### src/design/ptat_pkg.sv
`default_nettype none

package ptat_pkg;

  localparam int TICK_W  = 48;
  localparam int DIV_W   = 16;
  localparam int SLOT_FW = 4;
  localparam int DUR_W   = 32;
  localparam int CMD_W   = 2;

  localparam logic [TICK_W-1:0] TICK_MAX = {TICK_W{1'b1}};

  localparam logic KIND_WAKE = 1'b0;
  localparam logic KIND_READ = 1'b1;

  typedef enum logic [CMD_W-1:0] {
    CMD_TICK  = 2'd0,
    CMD_SLEEP = 2'd1,
    CMD_READ  = 2'd2,
    CMD_NONE  = 2'd3
  } cmd_t;

  typedef enum logic [1:0] {
    ST_IDLE,
    ST_SCAN,
    ST_FLUSH
  } state_t;

  typedef struct packed {
    logic               kind;
    logic [SLOT_FW-1:0] woken_slot;
    logic [TICK_W-1:0]  tick_value;
    logic               last;
  } result_t;

endpackage

`default_nettype wire

### src/design/ptat_if.sv
`default_nettype none

interface ptat_req_if;
  import ptat_pkg::*;
  logic               valid;
  logic               ready;
  logic [CMD_W-1:0]   command;
  logic [SLOT_FW-1:0] slot;
  logic [DUR_W-1:0]   sleep_duration;

  modport source (output valid, output command, output slot, output sleep_duration,
                  input ready);
  modport sink (input valid, input command, input slot, input sleep_duration,
                output ready);
endinterface

interface ptat_rsp_if;
  import ptat_pkg::*;
  logic               valid;
  logic               ready;
  logic               kind;
  logic [SLOT_FW-1:0] woken_slot;
  logic [TICK_W-1:0]  tick_value;
  logic               last;

  modport source (output valid, output kind, output woken_slot, output tick_value,
                  output last, input ready);
  modport sink (input valid, input kind, input woken_slot, input tick_value,
                input last, output ready);
endinterface

interface ptat_cfg_if;
  import ptat_pkg::*;
  logic             valid;
  logic             ready;
  logic [DIV_W-1:0] prescale_divide;

  modport source (output valid, output prescale_divide, input ready);
  modport sink (input valid, input prescale_divide, output ready);
endinterface

`default_nettype wire

### src/design/ptat_deadline_mem.sv
`default_nettype none

module ptat_deadline_mem #(
  parameter int DEPTH = 16,
  parameter int AW    = 4
) (
  input  logic                      clk,
  input  logic                      wr_en,
  input  logic [AW-1:0]             wr_addr,
  input  logic [ptat_pkg::TICK_W-1:0] wr_data,
  input  logic                      rd_en,
  input  logic [AW-1:0]             rd_addr,
  output logic [ptat_pkg::TICK_W-1:0] rd_data
);
  import ptat_pkg::*;

  logic [TICK_W-1:0] mem [DEPTH];

  always_ff @(posedge clk) begin
    if (wr_en) begin
      mem[wr_addr] <= wr_data;
    end
  end

  always_ff @(posedge clk) begin
    if (rd_en) begin
      rd_data <= mem[rd_addr];
    end
  end

endmodule

`default_nettype wire

### src/design/ptat_out_fifo.sv
`default_nettype none

module ptat_out_fifo (
  input  logic              clk,
  input  logic              rst,
  input  logic              push,
  input  ptat_pkg::result_t push_data,
  output logic              full,
  ptat_rsp_if.source        rsp
);
  import ptat_pkg::*;

  result_t    entry [2];
  logic       wr_ptr;
  logic       rd_ptr;
  logic [1:0] cnt;
  logic       pop;

  assign pop  = rsp.valid && rsp.ready;
  assign full = (cnt == 2'd2);

  assign rsp.valid      = (cnt != 2'd0);
  assign rsp.kind       = entry[rd_ptr].kind;
  assign rsp.woken_slot = entry[rd_ptr].woken_slot;
  assign rsp.tick_value = entry[rd_ptr].tick_value;
  assign rsp.last       = entry[rd_ptr].last;

  always_ff @(posedge clk) begin
    if (push) begin
      entry[wr_ptr] <= push_data;
    end
  end

  always_ff @(posedge clk) begin
    if (rst) begin
      wr_ptr <= 1'b0;
      rd_ptr <= 1'b0;
      cnt    <= 2'd0;
    end else begin
      if (push) begin
        wr_ptr <= ~wr_ptr;
      end
      if (pop) begin
        rd_ptr <= ~rd_ptr;
      end
      if (push && !pop) begin
        cnt <= cnt + 2'd1;
      end else if (pop && !push) begin
        cnt <= cnt - 2'd1;
      end
    end
  end

endmodule

`default_nettype wire

### src/design/prescaled_tick_alarm_table_core.sv
// results: a read word can be taken the cycle after its request is taken; after a counted
// tick the deadlines are read from memory and compared in turn, a hit is held, and it is
// queued when the next hit arrives or, for a lone or last one, in the flush state
// throughput: one item per cycle for sleep, read and non-counting ticks while the output
// queue has room; a counted tick holds ready low through the scan and flush, set by the
// one-read-per-cycle scan of the deadline memory, longer if the result side stalls
// reset: synchronous, clears counters, armed flags and queue; divide returns to 1
`default_nettype none

module prescaled_tick_alarm_table_core #(
  parameter int SLOTS = 16
) (
  input  logic       clk,
  input  logic       rst,
  ptat_cfg_if.sink   cfg,
  ptat_req_if.sink   req,
  ptat_rsp_if.source rsp
);
  import ptat_pkg::*;

  localparam int IDX_W = (SLOTS > 1) ? $clog2(SLOTS) : 1;
  localparam int CNT_W = $clog2(SLOTS + 1);

  state_t            state;
  state_t            state_next;
  logic [DIV_W-1:0]  divide;
  logic [DIV_W-1:0]  prescale_count;
  logic [TICK_W-1:0] tick_count;
  logic [SLOTS-1:0]  armed;
  logic [CNT_W-1:0]  scan_idx;
  logic              cmp_vld;
  logic [IDX_W-1:0]  cmp_idx;
  logic              held_vld;
  logic [IDX_W-1:0]  held_idx;

  logic              accept;
  cmd_t              cmd;
  logic [DIV_W-1:0]  pc_inc;
  logic [DIV_W-1:0]  divide_eff;
  logic              tick_hit;
  logic [TICK_W:0]   sum;
  logic [TICK_W-1:0] deadline;
  logic [6:0]        slot_ext;
  logic              slot_ok;
  logic [IDX_W-1:0]  slot_addr;
  logic              mem_wr;
  logic              rd_en;
  logic [TICK_W-1:0] rd_data;
  logic              hit;
  logic              scan_go;
  logic              scan_done;
  logic              fifo_full;
  logic              push;
  result_t           push_data;
  logic [6:0]        held_ext;

  assign cfg.ready = 1'b1;
  assign req.ready = (state == ST_IDLE) && !fifo_full;
  assign accept    = req.valid && req.ready;
  assign cmd       = cmd_t'(req.command);

  assign pc_inc     = prescale_count + DIV_W'(1);
  assign divide_eff = (divide == '0) ? DIV_W'(1) : divide;
  assign tick_hit   = (pc_inc == '0) || (pc_inc >= divide_eff);

  assign sum      = {1'b0, tick_count} + (TICK_W + 1)'(req.sleep_duration);
  assign deadline = sum[TICK_W] ? TICK_MAX : sum[TICK_W-1:0];

  assign slot_ext  = {3'b000, req.slot};
  assign slot_ok   = slot_ext < 7'(SLOTS);
  assign slot_addr = slot_ext[IDX_W-1:0];
  assign mem_wr    = accept && (cmd == CMD_SLEEP) && slot_ok;

  assign held_ext  = 7'(held_idx);
  assign scan_done = (scan_idx == CNT_W'(SLOTS));

  assign hit     = (state == ST_SCAN) && cmp_vld && armed[cmp_idx] &&
                   (rd_data <= tick_count);
  assign scan_go = (state == ST_SCAN) && !(hit && held_vld && fifo_full);

  ptat_deadline_mem #(
    .DEPTH (SLOTS),
    .AW    (IDX_W)
  ) u_mem (
    .clk     (clk),
    .wr_en   (mem_wr),
    .wr_addr (slot_addr),
    .wr_data (deadline),
    .rd_en   (rd_en),
    .rd_addr (scan_idx[IDX_W-1:0]),
    .rd_data (rd_data)
  );

  ptat_out_fifo u_fifo (
    .clk       (clk),
    .rst       (rst),
    .push      (push),
    .push_data (push_data),
    .full      (fifo_full),
    .rsp       (rsp)
  );

  always_ff @(posedge clk) begin
    if (rst) begin
      state <= ST_IDLE;
    end else begin
      state <= state_next;
    end
  end

  always_comb begin
    state_next = state;
    rd_en      = 1'b0;
    push       = 1'b0;
    push_data  = '{kind: KIND_WAKE, woken_slot: held_ext[SLOT_FW-1:0],
                   tick_value: tick_count, last: 1'b0};
    unique case (state)
      ST_IDLE: begin
        if (accept) begin
          unique case (cmd)
            CMD_TICK: begin
              if (tick_hit) begin
                state_next = ST_SCAN;
              end
            end
            CMD_READ: begin
              push      = 1'b1;
              push_data = '{kind: KIND_READ, woken_slot: '0,
                            tick_value: tick_count, last: 1'b1};
            end
            CMD_SLEEP, CMD_NONE: begin
            end
            default: begin
            end
          endcase
        end
      end
      ST_SCAN: begin
        if (scan_go) begin
          rd_en = !scan_done;
          push  = hit && held_vld;
          if (scan_done && !cmp_vld) begin
            state_next = ST_FLUSH;
          end
        end
      end
      ST_FLUSH: begin
        if (!held_vld) begin
          state_next = ST_IDLE;
        end else if (!fifo_full) begin
          push           = 1'b1;
          push_data.last = 1'b1;
          state_next     = ST_IDLE;
        end
      end
      default: begin
        state_next = ST_IDLE;
      end
    endcase
  end

  always_ff @(posedge clk) begin
    if (rst) begin
      divide         <= DIV_W'(1);
      prescale_count <= '0;
      tick_count     <= '0;
      armed          <= '0;
      scan_idx       <= '0;
      cmp_vld        <= 1'b0;
      held_vld       <= 1'b0;
      cmp_idx        <= '0;
      held_idx       <= '0;
    end else begin
      if (cfg.valid) begin
        divide <= cfg.prescale_divide;
      end
      if (accept && (cmd == CMD_TICK)) begin
        prescale_count <= tick_hit ? '0 : pc_inc;
        if (tick_hit) begin
          tick_count <= tick_count + TICK_W'(1);
        end
        scan_idx <= '0;
        cmp_vld  <= 1'b0;
        held_vld <= 1'b0;
      end
      if (mem_wr) begin
        armed[slot_addr] <= 1'b1;
      end
      if (scan_go) begin
        if (rd_en) begin
          cmp_vld  <= 1'b1;
          cmp_idx  <= scan_idx[IDX_W-1:0];
          scan_idx <= scan_idx + CNT_W'(1);
        end else begin
          cmp_vld <= 1'b0;
        end
        if (hit) begin
          armed[cmp_idx] <= 1'b0;
          held_idx       <= cmp_idx;
          held_vld       <= 1'b1;
        end
      end
      if ((state == ST_FLUSH) && push) begin
        held_vld <= 1'b0;
      end
    end
  end

endmodule

`default_nettype wire

### src/flat_wrapper.sv
// flat-port wrapper written by rule: the top's interface ports become plain ports
module prescaled_tick_alarm_table_core_flat import ptat_pkg::*;
#(
  parameter int SLOTS = 16
)
  (clk, rst, cfg_valid, cfg_prescale_divide, cfg_ready, req_valid, req_command, req_slot, req_sleep_duration, req_ready, rsp_valid, rsp_kind, rsp_woken_slot, rsp_tick_value, rsp_last, rsp_ready);
  ptat_cfg_if cfg_i ();
  ptat_req_if req_i ();
  ptat_rsp_if rsp_i ();
  input  logic clk;
  input  logic rst;
  input wire logic [$bits(cfg_i.valid)-1:0] cfg_valid;
  input wire logic [$bits(cfg_i.prescale_divide)-1:0] cfg_prescale_divide;
  output wire logic [$bits(cfg_i.ready)-1:0] cfg_ready;
  input wire logic [$bits(req_i.valid)-1:0] req_valid;
  input wire logic [$bits(req_i.command)-1:0] req_command;
  input wire logic [$bits(req_i.slot)-1:0] req_slot;
  input wire logic [$bits(req_i.sleep_duration)-1:0] req_sleep_duration;
  output wire logic [$bits(req_i.ready)-1:0] req_ready;
  output wire logic [$bits(rsp_i.valid)-1:0] rsp_valid;
  output wire logic [$bits(rsp_i.kind)-1:0] rsp_kind;
  output wire logic [$bits(rsp_i.woken_slot)-1:0] rsp_woken_slot;
  output wire logic [$bits(rsp_i.tick_value)-1:0] rsp_tick_value;
  output wire logic [$bits(rsp_i.last)-1:0] rsp_last;
  input wire logic [$bits(rsp_i.ready)-1:0] rsp_ready;
  assign cfg_i.valid = cfg_valid;
  assign cfg_i.prescale_divide = cfg_prescale_divide;
  assign cfg_ready = cfg_i.ready;
  assign req_i.valid = req_valid;
  assign req_i.command = req_command;
  assign req_i.slot = req_slot;
  assign req_i.sleep_duration = req_sleep_duration;
  assign req_ready = req_i.ready;
  assign rsp_valid = rsp_i.valid;
  assign rsp_kind = rsp_i.kind;
  assign rsp_woken_slot = rsp_i.woken_slot;
  assign rsp_tick_value = rsp_i.tick_value;
  assign rsp_last = rsp_i.last;
  assign rsp_i.ready = rsp_ready;
  prescaled_tick_alarm_table_core #(.SLOTS(SLOTS)) u_core (.clk(clk), .rst(rst), .cfg(cfg_i), .req(req_i), .rsp(rsp_i));
endmodule
### config.mk
export PLATFORM = sky130hd
export DESIGN_NAME = prescaled_tick_alarm_table_core_flat
export DESIGN_NICKNAME = d
export VERILOG_FILES = /design/src/design/ptat_pkg.sv /design/src/design/ptat_if.sv /design/src/design/ptat_deadline_mem.sv /design/src/design/ptat_out_fifo.sv /design/src/design/prescaled_tick_alarm_table_core.sv /design/src/flat_wrapper.sv
export SDC_FILE = /design/constraint.sdc
export NUM_CORES = 1
export LEC_CHECK = 0
export BUFFER_PORTS_ARGS = -buffer_cell sky130_fd_sc_hd__buf_2
export CAP_MARGIN = 5
export CORE_UTILIZATION = 60
export DETAILED_ROUTE_END_ITERATION = 12
export PLACE_DENSITY_LB_ADDON = 0.2
export RECOVER_POWER = 100
export SLEW_MARGIN = 40
export SYNTH_ARGS = -nofsm -noshare
export SYNTH_HDL_FRONTEND = slang
export SYNTH_HIERARCHICAL = 1
export SYNTH_SLANG_ARGS = --single-unit
### constraint.sdc
create_clock -name clk -period 6.85 [get_ports clk]
set_input_delay 0.3425 -clock clk [delete_from_list [all_inputs] [get_ports clk]]
set_output_delay 0.3425 -clock clk [all_outputs]
set_load 0.02 [all_outputs]
; Yosys cells after proc, flatten, opt, wreduce, memory -nomap -nowiden
; Memories as Yosys holds them, arrays and structs flattened. A register that Yosys moved wholly into a read port is not among the register bits.
; Index checks and enable logic that the tools add are counted.
; W data, S select, Z words.
[word_totals]
wordCells = 132
ff_bits = 117
mem_count = 2
mem_bits_rw = 876
in_bits = 59
[mem_list]
columns = memory, depth, word_bits, rd, rd_ports_with_merged_regs, write_ports, line
row1 = u_core.u_mem.mem, 16, 48, 1, 1, 1, ptat_deadline_mem.sv:17  ; logic [TICK_W-1:0] mem [DEPTH];
row2 = u_core.u_fifo.entry, 2, 54, 1, 1, 1, ptat_out_fifo.sv:13  ; result_t entry [2];
[classes]
eq_ne = 12
mux = 50
n_lt_le_gt_ge = 7
reduce_logical = 37
addsub = 6
n_bitwise = 5
[ops]
columns = op, n
row1 = $mux W54, 2
row2 = $mux W16, 6
row3 = $mux W53, 1
row4 = $add A48 B32 Y49, 1
row5 = $add A48 B1 Y48 const B, 1
row6 = $le A48 B48 Y1, 1
row7 = $mux W48, 1
row8 = $logic_not A16 Y1, 2
row9 = $mux W1, 22
row10 = $logic_and A1 B1 Y1, 18
row11 = $mux W2, 9
row12 = $add A16 B1 Y16 const B, 1
row13 = $and A16 B16 Y16, 1
row14 = $ge A16 B16 Y1, 1
row15 = $not A16 Y16, 1
row16 = $or A16 B16 Y16, 1
row17 = $lt A4 B5 Y1 const B, 3
row18 = $mux W5, 3
row19 = $demux W1 S4, 2
row20 = $ge A4 B1 Y1 const B, 2
row21 = $eq A2 B2 Y1 const B, 3
row22 = $logic_not A1 Y1, 6
row23 = $ne A2 B1 Y1 const B, 3
row24 = $pmux W2 S3, 1
row25 = other kinds (17), 25

; Depth between registers and ports, before layout
; Gate-level depths: netlist of the first run.
[depth]
depth_word = 14
depth_mapped = 17
ltp_nobuf = 14

; Modules after synthesis
; The synthesis of the first run kept the hierarchy.
[modules_own_cells]
columns = mod, area_per_inst_um2, cells_each, instances
row1 = ptat_deadline_mem, 30171.4, 1242, 1
row2 = prescaled_tick_alarm_table_core, 9497.9, 1245, 1
row3 = ptat_out_fifo, 4105.2, 190, 1

; Worst setup path before layout of the first run
; Ideal clock, no wire load.
[synth_timing]
path_type = reg2reg
start = register u_core.u_fifo.cnt[0]
end = memory u_core.u_mem.mem[0][0], enable pin
path_stages_with_launch = 7
setup_slack_ns = 1.184
setup_time_ns = 0.513
path_buffers = 0
arrival_time_ns = 5.153
required_ns = 6.337
cell_sequence = dfxtp_1 and2b_2 nor3_2 nand4b_1 inv_1 or3b_2 nor3_1
[synth_between]
elab_chain_len = 8
[synth_lines]
columns = item, line
row1 = from (decl), ptat_out_fifo.sv:16  ; logic [1:0] cnt;
row2 = from (signal assigned), ptat_out_fifo.sv:47  ; cnt <= cnt + 2'd1;
row3 = from (signal assigned), ptat_out_fifo.sv:49  ; cnt <= cnt - 2'd1;
row4 = $eq A2 B2 Y1, ptat_out_fifo.sv:20  ; assign full = (cnt == 2'd2);
row5 = net u_core.fifo_full, prescaled_tick_alarm_table_core.sv:52  ; logic fifo_full;
row6 = $logic_not A1 Y1, prescaled_tick_alarm_table_core.sv:58  ; assign req.ready = (state == ST_IDLE) && !fifo_full;
row7 = $logic_and A1 B1 Y1, prescaled_tick_alarm_table_core.sv:58
row8 = net req_ready, flat_wrapper.sv:19  ; output wire logic [$bits(req_i.ready)-1:0] req_ready;
row9 = $logic_and A1 B1 Y1, prescaled_tick_alarm_table_core.sv:59  ; assign accept = req.valid && req.ready;
row10 = $logic_and A1 B1 Y1 (2 in a row), prescaled_tick_alarm_table_core.sv:72  ; assign mem_wr = accept && (cmd == CMD_SLEEP) && slot_ok;
row11 = net u_core.mem_wr, prescaled_tick_alarm_table_core.sv:46  ; logic mem_wr;
row12 = $mux W1, ptat_deadline_mem.sv:20  ; if (wr_en) begin
row13 = $mux W1 (implied by the code), ptat_deadline_mem.sv:21  ; mem[wr_addr] <= wr_data;
row14 = to (decl), ptat_deadline_mem.sv:17
; The timed path passes the listed nets, and every way through them passes these cells.

; Worst setup path in the final report of the first run
[layout_timing]
start = register u_core.u_fifo.cnt[0]
end = memory u_core.u_mem.mem[9][30], enable pin
[layout_between]
elab_chain_len = 8
[layout_lines]
columns = item, line
row1 = $eq A2 B2 Y1, ptat_out_fifo.sv:20
row2 = net u_core.fifo_full, prescaled_tick_alarm_table_core.sv:52
row3 = $logic_not A1 Y1, prescaled_tick_alarm_table_core.sv:58
row4 = $logic_and A1 B1 Y1, prescaled_tick_alarm_table_core.sv:58
row5 = $logic_and A1 B1 Y1, prescaled_tick_alarm_table_core.sv:59
row6 = $logic_and A1 B1 Y1 (2 in a row), prescaled_tick_alarm_table_core.sv:72
row7 = net u_core.mem_wr, prescaled_tick_alarm_table_core.sv:46
row8 = $mux W1, ptat_deadline_mem.sv:20
row9 = $mux W1 (implied by the code), ptat_deadline_mem.sv:21
; The timed path passes the listed nets, and every way through them passes these cells.

==> impl_metrics.yaml, run 1 <==
status:
  status: "finished with violations"
  violations: "capacitance limit, slew limit"
setup_path:
  cpMaxStageDelayCell: "clkbuf_1"
  critPathMaxFanout: 48
  cp.required_ps: 6980
  cp.arrival_ps: 6110
  reg2reg_depth: 7
  reg2reg_slack_ps: 870
  critPathTopFamily: "buffers and inverters"
  criticalPathCategory: "register to register"
  path_cells: "and2b_1 > nor3_1 > nand4b_1 > inv_1 > nand3b_1 > nor2_4 > clkbuf_1"
  cp_num_cells: 7
  slowest_delay_ps: 3040
  endpoint_kind: "register"
  cp_num_buf_inv: 2
  startpoint_type: "register"
detailed_routing:
  wirelength_um: 108000
  drtIter0Drc: 2978
  drt-vias-per-instance: 6.53
  vias: 25400
  route.detailed.drc: 0
  dr.pass1.iters: 6
  drtAntennaViolNets: 0
  avgRoutedWirePerCell_um: 27.9
yosys:
  post-synth-top-area-cell: "edfxtp_1"
  ys_types: 74
  synth_nets: 2838
  syn_inst: 2677
  synth_edf_count: 924
  synth-seq-cells: 1042
  synth_ff_type: "edfxtp_1"
  ys_seq_area_frac: 0.688
  synth_top_area_share: 0.634
  syn_area_per_cell_um2: 16.4
  synth-async-reset-ratio: 0
  synth_area_leaders: "edfxtp_1 63%, mux4_2 10%, dfxtp_1 5.4%, ha_1 2.9%, a22oi_1 1.7%"
  yosys_warnings: 6
  syn-cell-area_mm2: 0.0438
die:
  core_area_mm2: 0.0719
  initial_core_util: 0.609
  die_w_um: 272
  rows: 98
  dieArea_mm2: 0.0740
  die_y_um: 272
  io-pin-count: 116
clock_tree:
  clk_latency_ps: 670
  cts_tree: "done"
  htreeDepth: 3
  clkSlewWorstSetupHoldPaths_ps: 60
  clock_sinks: 1042
  cts_buffer_depth: 3
  cts_made_buffers: 103
  cts_setup_buffers: 0
  cts-root-buf: "clkbuf_16"
global_routing:
  antenna_found_initial: 8
  grt_overflow: 0
  grtUsageTotal: 0.295
  grt_max_degree: 116
  grt_pass1_vias: 25100
  grt_pass1_wl_um: 160000
flow_run:
  drv_cap: 20
power_and_ir_drop:
  power_density_mw_per_mm2: 274
  p_leak_uw: 0.0159
  ir_drop_uv: 414
final_layout:
  synthToLayoutAreaGrowth_pct: 11.9
  final_util: 0.682
  drive_above_1_share: 0.179
  nets: 3006
timing:
  tns_ps: 0
  finalSetupViolations: 0
  worst_pin_slew_ps: 4370
  rsz0062_at_grt: "false"
  skew_ps: 46.1
  fmax_mhz: 167
  slew_viol_final: 952
  hold_viol: 0
  fin_crit_ps: 5980
  fin_crit_sh: 0.873
  slew_headroom: -1.91
hold_path:
  min_path_cells: 3
  hp-class: "primary input to register"
place:
  gp_congestion: 0.919
  port_buffers: 114
  hpwl_um: 64900
[layer usage]
metal  global-route usage  part of all wire  vias up  wire length, µm
met1                0.423              0.40    12900            43600
met4               0.0803             0.019        0             2070
li1                     -                 -    11000                -
met3               0.0500             0.095      138            10300
met5                    0                 0        -                0
met2                0.475              0.48     1324            52300
[stage by stage]
| stage | total power (µW) | hold slack [ps] | setup WS (ps) | area, µm² | instances |
|---|---|---|---|---|---|
| 3_3_place_gp | 7850 | 484 | 2060 | 45500 | 3665 |
| 3_5_place_dp | 7870 | 494 | 1930 | 45700 | 3672 |
| 4_1_cts | 13500 | 59.5 | 1880 | 49400 | 3882 |
| 5_1_grt | 13800 | 120 | 740 | 49000 | 3884 |
| 6_report | 13400 | 124 | 868 | 49000 | 3888 |
| 2_1_floorplan | 7610 | 412 | 1180 | 43800 | 2677 |
[worst min-delay path: cells and delay by family]
kind	cells	cell delay, ps
compound gates	2	210
buf+inv	1	160
[kinds of logic after synthesis]
logic type,after synthesis,synth area share
DFF,1042,0.688
and+or+nand+nor,559,0.0629
AOI/OAI and AO/OA,392,0.0602
muxes,284,0.123
buffers and inverters,220,0.0215
adders and majority gates,102,0.0293
xor gates and xnor gates,77,0.0154
other,1,0.0000857
[cells in the mapped netlist (7+ instances only)]
cell and count:
a211oi_1 22, nor2b_1 12, or3_1 14, mux2i_1 27
a22oi_1 98, ha_1 101, and4_1 10, o21ai_0 49
and3_1 19, nor4_1 31, a21o_1 23, a21oi_1 93
inv_1 97, xor2_1 19, o21a_1 15, clkbuf_1 66
buf_1 19, mux4_2 196, o211ai_1 11, nor3_1 43
nand3b_1 7, buf_2 12, dfxtp_1 118, mux2_2 61
buf_4 25, and2_1 12, nand3_1 40, nand4_1 31
nor2_1 128, a31oi_1 24, xnor2_1 58, nand2_1 173
nand2b_1 10, edfxtp_1 924
[cell usage in the layout (no fill, tap or decap), types with 27 or more instances in the layout]
| master | n |
|---|---|
| edfxtp_1 | 924 |
| mux4_2 | 196 |
| nand2_1 | 173 |
| nor2_1 | 122 |
| dfxtp_1 | 116 |
| clkbuf_16 | 104 |
| ha_1 | 101 |
| a22oi_1 | 99 |
| inv_1 | 97 |
| a21oi_1 | 92 |
| clkbuf_1 | 78 |
| buf_2 | 77 |
| xnor2_1 | 58 |
| o21ai_0 | 49 |
| nor3_1 | 42 |
| nand3_1 | 40 |
| mux2_2 | 37 |
| nand4_1 | 31 |
| nor4_1 | 30 |
| mux2i_1 | 27 |
[registers in the layout, summed over array words and instances (netlist names), 5 cells and up, named ones only]
register and cells:
u_core/u_mem/mem 768, u_core/u_fifo/entry 108, u_core/tick_count 48, u_core/u_mem/rd_data 48, u_core/armed 16, u_core/divide 16
u_core/prescale_count 16, u_core/scan_idx 5
[final cells by class]
type	count	area (µm²)
clock buffers	120	2700
multi-input cells	1415	12800
repair buffers	186	1020
clock inverters	74	772
diodes	4	10.0
inverters	97	364
flip-flops and latches	1042	30100
well taps	950	1190
fillers	4706	22900
[worst paths after layout]
path | from | to
worst min register to register | u_core/held_idx[2]$_SDFFE_PP0P_ | u_core/held_idx[2]$_SDFFE_PP0P_
worst max-delay path | u_core/u_fifo/cnt[0]$_SDFFE_PP0P_ | u_core/u_mem/mem[9][30]$_DFFE_PP_
worst max register to register | u_core/u_fifo/cnt[0]$_SDFFE_PP0P_ | u_core/u_mem/mem[9][30]$_DFFE_PP_
worst min-delay path | req_slot[3] | u_core/armed[14]$_SDFF_PP0_
[repair_timing]
action                                 in CTS  in global routing
gates resized for setup                     0                  0
hold buffers                               16                  0
endpoints found under the hold margin      16                  0
[report_power, final]
part           leakage (µW)  total, µW  internal (µW)  switching, µW
clock               0.00169       5680           3290           2390
sequential          0.00932       6980           6950           27.1
combinational       0.00494        750            257            492
total                0.0159      13400          10500           2910
Note: power is estimated with default switching activity, not from simulation.
==> inputs of run 2 (changes only) <==
--- a/config.mk
+++ b/config.mk
@@ -11,2 +11,3 @@
 export DETAILED_ROUTE_END_ITERATION = 12
+export GPL_TIMING_DRIVEN = 1
 export PLACE_DENSITY_LB_ADDON = 0.2
==> constraint.sdc (replaced) <==
create_clock -name clk -period 6.85 [get_ports clk]
set_input_delay 2.055 -clock clk [delete_from_list [all_inputs] [get_ports clk]]
set_output_delay 2.055 -clock clk [all_outputs]
set_load 0.02 [all_outputs]
==> run 2 against run 1 <==
Effect of this change: clock power fell by 4.8%; critical path type is now primary input to register; the flow still finishes with violations (capacitance limit, slew limit); routed wire length fell by 0.12%; clock skew down 21 ps; cell count fell by 0.80%; critical endpoint is now u_core/u_mem/mem[3][11]$_DFFE_PP_; clock-buffer cell count up 8; utilization shrank 0.45 points; worst setup slack worse by 130 ps.
==> impl_metrics.yaml, run 2 (same netlist as run 1, synthesis figures left out) <==
detailed_routing:
  vias: 25400
  wirelength_um: 108000
  avgRoutedWirePerCell_um: 28.0
  route.detailed.drc: 0
  drtAntennaViolNets: 0
  drt-vias-per-instance: 6.58
  drtIter0Drc: 2935
  dr.pass1.iters: 6
timing:
  skew_ps: 24.9
  worst_pin_slew_ps: 4370
  slew_headroom: -1.91
  setup_slack_ps: 734
  fmax_mhz: 163
  tns_ps: 0
  rsz0062_at_grt: "false"
  whs_ps: 513
  fin_crit_sh: 0.893
  hold_viol: 0
  fin_crit_ps: 6120
  finalSetupViolations: 0
  slew_viol_final: 887
place:
  port_buffers: 114
  hpwl_um: 63900
  dpl_cell_area_mm2: 0.0458
  gp_congestion: 0.946
  pre_cts_ws_ps: 444
die:
  core_area_mm2: 0.0719
  rows: 98
  initial_core_util: 0.609
  dieArea_mm2: 0.0740
  die_y_um: 272
  io-pin-count: 116
  die_w_um: 272
clock_tree:
  clkSlewWorstSetupHoldPaths_ps: 60
  cts_setup_buffers: 0
  ctsHoldBuffers: 0
  htreeDepth: 3
  cts_made_buffers: 101
  cts-root-buf: "clkbuf_16"
  cts_tree: "done"
  cts_buffer_depth: 3
  cts_resized: 0
  clock_sinks: 1042
  clk_latency_ps: 670
global_routing:
  grt_overflow: 0
  grt_pass1_vias: 24700
  grt_pass1_wl_um: 159000
  grt_max_degree: 118
  grtUsageTotal: 0.294
  antenna_found_initial: 3
final_layout:
  fillers: 4676
  layout_commonest_cell: "edfxtp_1"
  drive_above_1_share: 0.182
  top_regs: "u_core/u_mem/mem (768), u_core/u_fifo/entry (108)"
  mostFrequentLayoutCells: "924 x edfxtp_1, 196 x mux4_2, 173 x nand2_1"
  synthToLayoutAreaGrowth_pct: 11.2
  stdcell_area_mm2: 0.0487
  nets: 2984
  regMostFlops: "u_core/u_mem/mem"
  largest_reg_flops: 768
setup_path:
  cp.required_ps: 7060
  slowest_delay_ps: 2050
  critPathTopFamily: "buffers and inverters"
  cp_num_buf_inv: 3
  path_cells: "clkbuf_1 > nand4b_1 > inv_1 > or3b_2 > nor2_1 > clkbuf_1"
  criticalPathCategory: "primary input to register"
  cpMaxStageDelayCell: "clkbuf_1"
  startpoint_type: "primary input"
  crit_top_cell: "clkbuf_1"
  critPathMaxFanout: 30
  endpoint_kind: "register"
  cp.arrival_ps: 6330
flow_run:
  drv_cap: 21
power_and_ir_drop:
  ir_drop_uv: 443
  power_density_mw_per_mm2: 270
  p_leak_uw: 0.0158
  finalPower_uw: 13100
status:
  violations: "capacitance limit, slew limit"
  status: "finished with violations"
hold_path:
  hp-class: "register to register"
run 2: cell count changes in the layout (fill, tap and decap cells not counted), moves of 7 or more:
| cell | delta |
|---|---|
| clkbuf_1 | +7 |
| dlygate4sd3_1 | -16 |
| mux2_1 | -18 |
| clkinv_2 | -10 |
| mux2_2 | +18 |
run 2: area by class of cell:
class,instances,area (µm²),share of cell area
tap,950,1190,0.0244
clock inverter,57,564,0.0116
sequential,1042,30100,0.619
multi-input combinational,1415,12800,0.264
timing repair buffer,166,912,0.0187
clock buffer,128,2680,0.0551
antenna,2,5.00,0.000103
inverter,97,364,0.00748
run 2: final timing paths:
kind	slack [ps]	end	depth (start not counted)	start
setup reg to reg	1060	u_core/u_mem/rd_data[7]$_DFFE_PP_	5	u_core/scan_idx[1]$_SDFF_PP0_
hold / removal	510	u_core/cmp_vld$_SDFFE_PP0P_	2	u_core/cmp_vld$_SDFFE_PP0P_
setup / recovery	730	u_core/u_mem/mem[3][11]$_DFFE_PP_	6	req_command[1]
hold reg to reg	510	u_core/cmp_vld$_SDFFE_PP0P_	2	u_core/cmp_vld$_SDFFE_PP0P_
run 2: through the flow:
stage                     cells   util
final                      3857  0.677
after global routing       3855  0.677
after CTS                  3853  0.682
after detailed placement   3668  0.637
after global placement     3662  0.634
after floorplan            2677      -
run 2: routing by layer:
layer	GRT usage	part of all wire	vias up	wire (µm)
li1	-	-	10900	-
met3	0.0562	0.098	199	10600
met4	0.0844	0.025	0	2740
met2	0.483	0.49	1397	52600
met1	0.406	0.39	12900	42300
met5	0	0	-	0
run 2: worst register-to-register path: stages (launching register included):
cell      delay, ps
dfxtp_4         660
clkbuf_2       2440
clkbuf_2       1520
mux4_2          460
a22oi_1         210
nand2_1         220
run 2: power by group:
group	leakage [µW]	switching [µW]	internal, µW
clock network	0.00158	2330	3080
logic	0.00490	480	266
registers	0.00932	29.6	6950
